`src/design/u2r_pkg.sv`:
```
// Shared types, constants and arithmetic helpers for the UYVY to RGB converter.
package u2r_pkg;

   localparam int unsigned PixW   = 8;
   localparam int unsigned CoefW  = 12;
   localparam int unsigned FracW  = 11;
   localparam int unsigned ProdW  = 22;
   localparam int unsigned DeltaW = 10;
   localparam int unsigned SumW   = 12;

   localparam logic [PixW-1:0]  ChromaBias = 8'd128;
   localparam logic [PixW-1:0]  PixMax     = 8'd255;
   localparam logic [CoefW-1:0] KRv        = 12'd1434;
   localparam logic [CoefW-1:0] KBu        = 12'd2078;
   localparam logic [CoefW-1:0] KGu        = 12'd406;
   localparam logic [CoefW-1:0] KGv        = 12'd595;
   localparam logic [ProdW-1:0] FracRound  = ProdW'((1 << FracW) - 1);

   typedef struct packed {
      logic [PixW-1:0] chroma_u;
      logic [PixW-1:0] luma_first;
      logic [PixW-1:0] chroma_v;
      logic [PixW-1:0] luma_second;
   } group_type;

   typedef struct packed {
      logic [PixW-1:0] red_first;
      logic [PixW-1:0] green_first;
      logic [PixW-1:0] blue_first;
      logic [PixW-1:0] red_second;
      logic [PixW-1:0] green_second;
      logic [PixW-1:0] blue_second;
   } pixels_type;

   // trunc((chroma - 128) * k / 2048), rounded toward zero
   function automatic logic signed [DeltaW-1:0] chroma_term(
      input logic [PixW-1:0]  chroma,
      input logic [CoefW-1:0] k
   );
      logic signed [PixW:0]    c;
      logic signed [ProdW-1:0] prod;
      logic signed [ProdW-1:0] adj;
      c    = $signed({1'b0, chroma}) - $signed({1'b0, ChromaBias});
      prod = ProdW'(c) * $signed({{(ProdW - CoefW){1'b0}}, k});
      adj  = prod + (prod[ProdW-1] ? $signed(FracRound) : $signed(ProdW'(0)));
      return DeltaW'(adj >>> FracW);
   endfunction

   function automatic logic [PixW-1:0] sat8(input logic signed [SumW-1:0] x);
      if (x < 0) begin
         return '0;
      end else if (x > $signed({{(SumW - PixW){1'b0}}, PixMax})) begin
         return PixMax;
      end
      return x[PixW-1:0];
   endfunction

endpackage

```
`src/design/u2r_if.sv`:
```
// Valid/ready channel interfaces for UYVY groups and RGB pixel pairs.
interface u2r_req_if;
   logic                    valid;
   logic                    ready;
   logic [u2r_pkg::PixW-1:0] chroma_u;
   logic [u2r_pkg::PixW-1:0] luma_first;
   logic [u2r_pkg::PixW-1:0] chroma_v;
   logic [u2r_pkg::PixW-1:0] luma_second;
   logic                    last_group;

   modport source (output valid, chroma_u, luma_first, chroma_v, luma_second, last_group,
                   input ready);
   modport sink   (input valid, chroma_u, luma_first, chroma_v, luma_second, last_group,
                   output ready);
endinterface

interface u2r_rsp_if;
   logic                    valid;
   logic                    ready;
   logic [u2r_pkg::PixW-1:0] red_first;
   logic [u2r_pkg::PixW-1:0] green_first;
   logic [u2r_pkg::PixW-1:0] blue_first;
   logic [u2r_pkg::PixW-1:0] red_second;
   logic [u2r_pkg::PixW-1:0] green_second;
   logic [u2r_pkg::PixW-1:0] blue_second;
   logic                    last_out;

   modport source (output valid, red_first, green_first, blue_first,
                   red_second, green_second, blue_second, last_out,
                   input ready);
   modport sink   (input valid, red_first, green_first, blue_first,
                   red_second, green_second, blue_second, last_out,
                   output ready);
endinterface

```
`src/design/u2r_color_math.sv`:
```
// Combinational YUV to RGB fixed-point math for one UYVY group.
module u2r_color_math (
   input  u2r_pkg::group_type  group_in,
   output u2r_pkg::pixels_type pixels_out
);

   logic signed [u2r_pkg::DeltaW-1:0] delta_r;
   logic signed [u2r_pkg::DeltaW-1:0] delta_b;
   logic signed [u2r_pkg::DeltaW-1:0] delta_gu;
   logic signed [u2r_pkg::DeltaW-1:0] delta_gv;
   logic signed [u2r_pkg::SumW-1:0]   luma0;
   logic signed [u2r_pkg::SumW-1:0]   luma1;
   logic signed [u2r_pkg::SumW-1:0]   off_sum;
   logic        [u2r_pkg::PixW-1:0]   off_sat;
   logic signed [u2r_pkg::SumW-1:0]   off_ext;

   always_comb begin
      delta_r  = u2r_pkg::chroma_term(group_in.chroma_v, u2r_pkg::KRv);
      delta_b  = u2r_pkg::chroma_term(group_in.chroma_u, u2r_pkg::KBu);
      delta_gu = u2r_pkg::chroma_term(group_in.chroma_u, u2r_pkg::KGu);
      delta_gv = u2r_pkg::chroma_term(group_in.chroma_v, u2r_pkg::KGv);
      luma0    = $signed({{(u2r_pkg::SumW - u2r_pkg::PixW){1'b0}}, group_in.luma_first});
      luma1    = $signed({{(u2r_pkg::SumW - u2r_pkg::PixW){1'b0}}, group_in.luma_second});
      off_sum  = u2r_pkg::SumW'(delta_gu) + u2r_pkg::SumW'(delta_gv);
      off_sat  = u2r_pkg::sat8(off_sum);
      off_ext  = $signed({{(u2r_pkg::SumW - u2r_pkg::PixW){1'b0}}, off_sat});

      pixels_out.red_first    = u2r_pkg::sat8(luma0 + u2r_pkg::SumW'(delta_r));
      pixels_out.green_first  = u2r_pkg::sat8(luma0 - off_ext);
      pixels_out.blue_first   = u2r_pkg::sat8(luma0 + u2r_pkg::SumW'(delta_b));
      pixels_out.red_second   = u2r_pkg::sat8(luma1 + u2r_pkg::SumW'(delta_r));
      pixels_out.green_second = u2r_pkg::sat8(luma1 - off_ext);
      pixels_out.blue_second  = u2r_pkg::sat8(luma1 + u2r_pkg::SumW'(delta_b));
   end

endmodule

```
`src/design/uyvy_to_rgb_converter.sv`:
```
// Top level of the UYVY to RGB888 converter: input register, color math, result register.
//
// Usage:
//   req_chan carries one UYVY group per item (U, Y0, V, Y1 and a last-of-image
//   flag); rsp_chan carries one item per group: two RGB888 pixels sharing the
//   group's chroma, plus the copied last flag.
//   Both channels use valid/ready; an item moves on a clock edge with both high.
//   An accepted group waits in the input register, then passes through the color
//   math into the result register, which drives rsp_chan.
//   Throughput is one group per cycle while rsp_chan does not stall, set by the
//   two-register pipeline; each register refills in the same cycle that it empties.
//   When rsp_chan stalls, the result register holds, the input register holds
//   once it is also full, and req_chan.ready drops; no item is lost or repeated.
//   Synchronous reset empties both registers; no clearing pass is needed.
module uyvy_to_rgb_converter (
   input logic         clock,
   input logic         reset,
   u2r_req_if.sink     req_chan,
   u2r_rsp_if.source   rsp_chan
);

   logic                s1_valid_ff;
   logic                s1_valid_in;
   u2r_pkg::group_type  s1_group_ff;
   logic                s1_last_ff;
   logic                s2_valid_ff;
   logic                s2_valid_in;
   u2r_pkg::pixels_type s2_pixels_ff;
   logic                s2_last_ff;
   u2r_pkg::pixels_type pixels;
   logic                s1_en;
   logic                s2_en;

   u2r_color_math u_math (
      .group_in   (s1_group_ff),
      .pixels_out (pixels)
   );

   assign s2_en          = !s2_valid_ff || rsp_chan.ready;
   assign s1_en          = !s1_valid_ff || s2_en;
   assign req_chan.ready = s1_en;
   assign s1_valid_in    = s1_en ? req_chan.valid : s1_valid_ff;
   assign s2_valid_in    = s2_en ? s1_valid_ff : s2_valid_ff;

   always_ff @(posedge clock) begin
      if (reset) begin
         s1_valid_ff <= 1'b0;
         s2_valid_ff <= 1'b0;
      end else begin
         s1_valid_ff <= s1_valid_in;
         s2_valid_ff <= s2_valid_in;
      end
   end

   always_ff @(posedge clock) begin
      if (s1_en) begin
         s1_group_ff.chroma_u    <= req_chan.chroma_u;
         s1_group_ff.luma_first  <= req_chan.luma_first;
         s1_group_ff.chroma_v    <= req_chan.chroma_v;
         s1_group_ff.luma_second <= req_chan.luma_second;
         s1_last_ff              <= req_chan.last_group;
      end
      if (s2_en) begin
         s2_pixels_ff <= pixels;
         s2_last_ff   <= s1_last_ff;
      end
   end

   assign rsp_chan.valid        = s2_valid_ff;
   assign rsp_chan.red_first    = s2_pixels_ff.red_first;
   assign rsp_chan.green_first  = s2_pixels_ff.green_first;
   assign rsp_chan.blue_first   = s2_pixels_ff.blue_first;
   assign rsp_chan.red_second   = s2_pixels_ff.red_second;
   assign rsp_chan.green_second = s2_pixels_ff.green_second;
   assign rsp_chan.blue_second  = s2_pixels_ff.blue_second;
   assign rsp_chan.last_out     = s2_last_ff;

   a_req_fill: assert property (@(posedge clock) disable iff (reset)
      (req_chan.valid && req_chan.ready) |=> s1_valid_ff)
      else $error("accepted item did not enter input register");

   a_rsp_source: assert property (@(posedge clock) disable iff (reset)
      $rose(s2_valid_ff) |-> $past(s1_valid_ff))
      else $error("result appeared without an item in the input register");

   a_s1_hold: assert property (@(posedge clock) disable iff (reset)
      (s1_valid_ff && !s2_en) |=> (s1_valid_ff && $stable(s1_group_ff)))
      else $error("input register changed while stalled");

   a_last_follow: assert property (@(posedge clock) disable iff (reset)
      (s1_valid_ff && s2_en) |=> (s2_valid_ff && s2_last_ff == $past(s1_last_ff)))
      else $error("last flag lost between stages");

endmodule

```
`src/flat_wrapper.sv`:
```
// flat-port wrapper written by rule: the top's interface ports become plain ports
module uyvy_to_rgb_converter_flat 
  (clock, reset, req_chan_valid, req_chan_chroma_u, req_chan_luma_first, req_chan_chroma_v, req_chan_luma_second, req_chan_last_group, req_chan_ready, rsp_chan_valid, rsp_chan_red_first, rsp_chan_green_first, rsp_chan_blue_first, rsp_chan_red_second, rsp_chan_green_second, rsp_chan_blue_second, rsp_chan_last_out, rsp_chan_ready);
  u2r_req_if req_chan_i ();
  u2r_rsp_if rsp_chan_i ();
  input logic clock;
  input logic reset;
  input wire logic [$bits(req_chan_i.valid)-1:0] req_chan_valid;
  input wire logic [$bits(req_chan_i.chroma_u)-1:0] req_chan_chroma_u;
  input wire logic [$bits(req_chan_i.luma_first)-1:0] req_chan_luma_first;
  input wire logic [$bits(req_chan_i.chroma_v)-1:0] req_chan_chroma_v;
  input wire logic [$bits(req_chan_i.luma_second)-1:0] req_chan_luma_second;
  input wire logic [$bits(req_chan_i.last_group)-1:0] req_chan_last_group;
  output wire logic [$bits(req_chan_i.ready)-1:0] req_chan_ready;
  output wire logic [$bits(rsp_chan_i.valid)-1:0] rsp_chan_valid;
  output wire logic [$bits(rsp_chan_i.red_first)-1:0] rsp_chan_red_first;
  output wire logic [$bits(rsp_chan_i.green_first)-1:0] rsp_chan_green_first;
  output wire logic [$bits(rsp_chan_i.blue_first)-1:0] rsp_chan_blue_first;
  output wire logic [$bits(rsp_chan_i.red_second)-1:0] rsp_chan_red_second;
  output wire logic [$bits(rsp_chan_i.green_second)-1:0] rsp_chan_green_second;
  output wire logic [$bits(rsp_chan_i.blue_second)-1:0] rsp_chan_blue_second;
  output wire logic [$bits(rsp_chan_i.last_out)-1:0] rsp_chan_last_out;
  input wire logic [$bits(rsp_chan_i.ready)-1:0] rsp_chan_ready;
  assign req_chan_i.valid = req_chan_valid;
  assign req_chan_i.chroma_u = req_chan_chroma_u;
  assign req_chan_i.luma_first = req_chan_luma_first;
  assign req_chan_i.chroma_v = req_chan_chroma_v;
  assign req_chan_i.luma_second = req_chan_luma_second;
  assign req_chan_i.last_group = req_chan_last_group;
  assign req_chan_ready = req_chan_i.ready;
  assign rsp_chan_valid = rsp_chan_i.valid;
  assign rsp_chan_red_first = rsp_chan_i.red_first;
  assign rsp_chan_green_first = rsp_chan_i.green_first;
  assign rsp_chan_blue_first = rsp_chan_i.blue_first;
  assign rsp_chan_red_second = rsp_chan_i.red_second;
  assign rsp_chan_green_second = rsp_chan_i.green_second;
  assign rsp_chan_blue_second = rsp_chan_i.blue_second;
  assign rsp_chan_last_out = rsp_chan_i.last_out;
  assign rsp_chan_i.ready = rsp_chan_ready;
  uyvy_to_rgb_converter u_core (.clock(clock), .reset(reset), .req_chan(req_chan_i), .rsp_chan(rsp_chan_i));
endmodule
```
`config.mk`:
```
export PLATFORM = sky130hd
export DESIGN_NAME = uyvy_to_rgb_converter_flat
export DESIGN_NICKNAME = d
export VERILOG_FILES = /design/src/design/u2r_pkg.sv /design/src/design/u2r_if.sv /design/src/design/u2r_color_math.sv /design/src/design/uyvy_to_rgb_converter.sv /design/src/flat_wrapper.sv
export SDC_FILE = /design/constraint.sdc
export NUM_CORES = 1
export LEC_CHECK = 0
export CORE_MARGIN = 5
export CORE_UTILIZATION = 39
export CTS_CLUSTER_SIZE = 20
export DETAILED_ROUTE_END_ITERATION = 8
export DONT_BUFFER_PORTS = 1
export PLACE_DENSITY = 0.51
export SLEW_MARGIN = 20
export SYNTH_ARGS = -nofsm -noshare
export SYNTH_HDL_FRONTEND = slang
export SYNTH_SLANG_ARGS = --single-unit
```
`constraint.sdc`:
```
create_clock -name clock -period 17.5 [get_ports clock]
set_input_delay 3.5 -clock clock [delete_from_list [all_inputs] [get_ports clock]]
set_output_delay 3.5 -clock clock [all_outputs]
set_load 0.01 [all_outputs]
```
Word level (Yosys, flattened, before mapping)
Cells that the tools add are included.
- bits in registers: 84
- bits of input ports: 37
- output and inout port bits: 51
- word-level logic and storage cells: 88
- add/subtract/negate cells: 13
- multiply operators: 4
- magnitude comparators: 14
- multiplexer cells: 39
- reduce and logical (&&, ||, !) cells: 4
- operator list (cell ; count):
    8-bit two-way mux ; 21
    9-bit by 10-bit adder with 11-bit output ; 5
    11-bit by 9-bit > comparator with 1-bit output, second input constant ; 5
    11-bit by 1-bit < comparator with 1-bit output, second input constant ; 5
    11-bit two-way mux ; 4
    21-bit by 12-bit adder with 21-bit output ; 2
    9-bit by 11-bit multiplier with 20-bit output, second input constant ; 2
    20-bit by 12-bit adder with 21-bit output ; 1
    9-bit by 12-bit multiplier with 21-bit output, second input constant ; 1
    19-bit by 12-bit adder with 20-bit output ; 1
    9-bit > comparator, second input constant ; 2
    9-bit by 1-bit < comparator with 1-bit output, second input constant ; 2
    9-bit by 9-bit multiplier with 18-bit output, second input constant ; 1
    8-bit by 8-bit subtractor with 9-bit output ; 2
    8-bit by 8-bit subtractor with 9-bit output, second input constant ; 2
    1-bit two-way mux ; 14
    1-bit logical NOT ; 2
    1-bit logical OR ; 2

Depth between registers and ports, before layout
- depth in word-level cells: 14
- mapped depth: 45

Hierarchy
From an unflattened synthesis, not the netlist that was laid out.
- cell total of the unflattened synthesis: 1466
- area total of the unflattened synthesis: 13441.6 µm²
- modules (own cells, without submodules) (module ; times used ; cells an instance ; area each (µm²)):
    u2r_color_math ; 1 ; 1376 ; 10908.0
    uyvy_to_rgb_converter ; 1 ; 90 ; 2533.7

Worst setup path after synthesis
No wires, ideal clock.
- path type: register to register
- start point: register u_core.s1_group_ff[15] (netlist bit)
- end point: register u_core.s2_pixels_ff (netlist bit u_core.rsp_chan.green_first[2]) (data pin)
- library setup time: 274 ps
- arrival time: 9732 ps
- required time: 17226 ps
- path slack: 7493 ps
- stages on the path, launching flop included: 44
- clock period less this slack: 10007 ps
- cell sequence: edfxtp_1 inv_1 ha_1 inv_1 ha_1 fa_1 inv_1 fa_1 fa_1 inv_1 ha_1 o21ai_0 o21bai_1 a21bo_2 a31oi_1 xnor2_1 inv_1 ha_1 [8 not listed] a21o_1 a21oi_1 o21bai_1 a21oi_1 o21ai_0 nand2_1 nor4b_1 o32ai_1 o21ai_0 ha_1 nor2b_1 o21ai_0 nand2b_1 a21o_1 a21o_1 a21o_1 a21oi_1 nor3_1
- RTL lines (item ; line ; RTL):
    start, declared ; uyvy_to_rgb_converter.sv:24 ; u2r_pkg::group_type s1_group_ff;
    end signal, assigned ; uyvy_to_rgb_converter.sv:64 ; s2_pixels_ff <= pixels;
    end, declared ; uyvy_to_rgb_converter.sv:28 ; u2r_pkg::pixels_type s2_pixels_ff;

==> impl_metrics.json <==
{
  "min_path_cells": 0,
  "instances_no_fill": 1887,
  "cts.sinks": 84,
  "yosys_warnings": 0,
  "hold_path_class": "reg -> reg",
  "synth_area_leaders": "ha_1, edfxtp_1, fa_1",
  "clock_skew_ns": 0.0187,
  "initial_core_util_pct": 39.5,
  "slowest_delay_ns": 0.87,
  "avgRoutedWirePerCell_um": 17.1,
  "critPathKind": "reg -> reg",
  "crit_top_cell": "ha_1",
  "fin_crit_ns": 11.71,
  "tightest_slew_ns": 1.05,
  "clk_latency_ns": 0.37,
  "io_pins": 88,
  "multi_input_area_um2": 9920,
  "die_w_um": 194,
  "cp_slowest_cell": "edfxtp_1",
  "fill_cells": 3304,
  "drive_gt1_share_pct": 3.62,
  "hpwlAfterDp_um": 27400,
  "syn-num-nets": 1824,
  "die-area_um2": 37700,
  "num_vias": 9918,
  "cts_hold_buf": 0,
  "overflow": 0,
  "io_buffers": 0,
  "core_um2": 33500,
  "cp-end-kind": "register",
  "synth_edf_count": 82,
  "ant_nets": 0,
  "wirelength_um": 32200,
  "avgSynthCellArea_um2": 9.25,
  "cp.required_ns": 17.58,
  "setup_viol": 0,
  "syn_inst": 1432,
  "r2r_cells": 42,
  "max_freq_mhz": 85.4,
  "grt_use_total_pct": 17.0,
  "setup_slack_ns": 5.79,
  "first_iter_violations": 502,
  "min_to": "u_core.rsp_chan.last_out",
  "cts_resized": 0,
  "cts_max_path_buffers": 2,
  "relSlewSlack_pct": 30.0,
  "synth_seq_area_share_pct": 18.9,
  "clockRootBuffer": "clkbuf_16",
  "numCtsBuffers": 9,
  "synth_top_area_share_pct": 27.4,
  "grt_max_degree": 50,
  "arrival_ns": 11.79,
  "ys_top_cells_by_count": "ha_1, inv_1, a21oi_1",
  "synthesis.area_um2": 13200,
  "slew_viol_final": 0,
  "post_cts_buffers": 0,
  "drv_cap": 0,
  "row_count": 67,
  "crit_start": "u_core.s1_group_ff[31]",
  "hold_viol": 0,
  "r2r-end": "u_core.rsp_chan.green_first[2]",
  "drc_errors": 0,
  "rsz0062_at_grt": "false",
  "gp_congestion": 0.862,
  "r2r_start": "u_core.s1_group_ff[31]",
  "ff_latch_area_um2": 2500,
  "dp_cells": 1870,
  "htreeDepth": 3,
  "dp_worst_setup_slack_ns": 5.84,
  "cts.reportedPaths.clkPinSlew_ns": 0.07,
  "synth-seq-cells": 84,
  "r2r_slack_ns": 5.79,
  "die_y_um": 194,
  "setup_tns_ns": 0,
  "antenna_found_initial": 2,
  "grt_pass1_vias": 9645,
  "synth.most_common_cell": "ha_1",
  "viasPerCell": 5.26,
  "synthDistinctLibCells": 82,
  "synth-async-reset-ratio_pct": 0,
  "cts_tree": "done",
  "drt_first_pass_iters": 5,
  "synth_flop_cell": "edfxtp_1",
  "synth_top_area_cell": "ha_1",
  "run_status": "finished, final reports clean",
  "crit_fanout": 18,
  "area_growth_pct": 6.21,
  "cp-start-kind": "register",
  "grt_pass1_wl_um": 52500,
  "nets": 1825,
  "worstHoldStart": "u_core.s1_last_ff",
  "timing.final.crit_share_pct": 66.9
}
==> how the worst max path moves through the flow <==
stage	end	slack (ns)	depth (start not counted)
2_1_floorplan	u_core.rsp_chan.green_first[2]	7.49	43
3_3_place_gp	u_core.rsp_chan.green_first[2]	6.22	42
3_5_place_dp	u_core.rsp_chan.green_second[6]	5.84	42
4_1_cts	u_core.rsp_chan.green_second[2]	5.79	42
5_1_grt	u_core.rsp_chan.green_second[3]	4.74	42
6_report	u_core.rsp_chan.green_first[2]	5.79	42
==> layout by cell type (no fill, tap or decap), types with 5 or more instances in the layout <==
cell | synthesis | final
o22ai_1 | 5 | 5
nor3_1 | 30 | 30
o21ai_0 | 70 | 70
o21a_1 | 21 | 21
ha_1 | 290 | 290
nand2_1 | 61 | 60
o21ai_1 | 6 | 6
edfxtp_1 | 82 | 82
a211o_1 | 8 | 8
o21bai_1 | 8 | 8
xnor2_1 | 85 | 85
clkbuf_16 | 0 | 9
nand2b_1 | 19 | 19
o211ai_1 | 10 | 10
and3_1 | 7 | 7
nand4_1 | 12 | 12
or2_2 | 8 | 8
a21oi_1 | 89 | 89
mux2i_1 | 8 | 8
nand3_1 | 22 | 22
xor2_1 | 31 | 31
a211oi_1 | 16 | 16
nor2b_1 | 19 | 19
nor4_1 | 7 | 7
a31oi_1 | 10 | 10
nand3b_1 | 6 | 6
a21o_1 | 40 | 40
nor3b_1 | 6 | 6
and2_1 | 12 | 12
fa_1 | 65 | 65
or3_1 | 7 | 7
nor2_1 | 79 | 79
inv_1 | 204 | 203
==> flip-flops by register name, summed over array words and instances, names as in the netlist <==
register / flops
u_core.rsp_chan.blue_first: 8
u_core.rsp_chan.blue_second: 8
u_core.rsp_chan.green_first: 8
u_core.rsp_chan.green_second: 8
u_core.rsp_chan.last_out: 1
u_core.rsp_chan.red_first: 8
u_core.rsp_chan.red_second: 8
u_core.rsp_chan.valid: 1
u_core.s1_group_ff: 32
u_core.s1_last_ff: 1
u_core.s1_valid_ff: 1
==> logic make-up (layout without fill, tap and decap cells) <==
logic type                 Yosys count  count (layout)  share of synthesized area [%]
adders and majority gates          360             360                           37.6
and+or+nand+nor                    314             314                           12.2
AOI/OAI and AO/OA                  330             330                           16.5
xor gates and xnor gates           116             116                           7.67
other                                0               1                              0
DFF                                 84              84                           18.9
muxes                               11              11                          0.860
buffers and inverters              217             223                           6.23
==> cell type report <==
| cell class | count | area share [%] |
|---|---|---|
| multi-input combinational | 1131 | 70.5 |
| sequential | 84 | 17.8 |
| inverter | 206 | 5.50 |
| tap | 448 | 3.99 |
| clock buffer | 10 | 1.63 |
| clock inverter | 6 | 0.507 |
| timing repair buffer | 1 | 0.0534 |
| antenna | 1 | 0.0178 |
==> critical path, delay by kind of cell (launching register included) <==
family	cells	cell delay [ns]
AO/OA/AOI/OAI	19	4.58
XOR/XNOR	1	0.16
adder cells (fa/ha/maj)	8	3.16
buffers and inverters	5	1.01
flip-flops	1	0.87
multiplexers	1	0.18
AND/OR/NAND/NOR	8	1.45
==> layer usage <==
metal  up-vias  GRT usage, %  routed length [µm]
met3        19          2.55                1240
met4         2          3.41                 360
li1       5091             -                   -
met5         -             0                  13
met2       143          26.6               14000
met1      4663          25.2               16600
==> metrics by stage <==
stage | hold slack (ns) | instance area [µm²] | utilization (%)
floorplan | 0.400 | 13200 | -
global placement | 0.407 | 13800 | 41.0
detailed placement | 0.418 | 13800 | 41.0
CTS | 0.428 | 14100 | 41.9
global route | 0.435 | 14100 | 41.9
finish | 0.428 | 14100 | 41.9
Power is left out: the tool's default activity adds up to more than one toggle a clock period on the data nets, which glitch-free logic cannot reach.
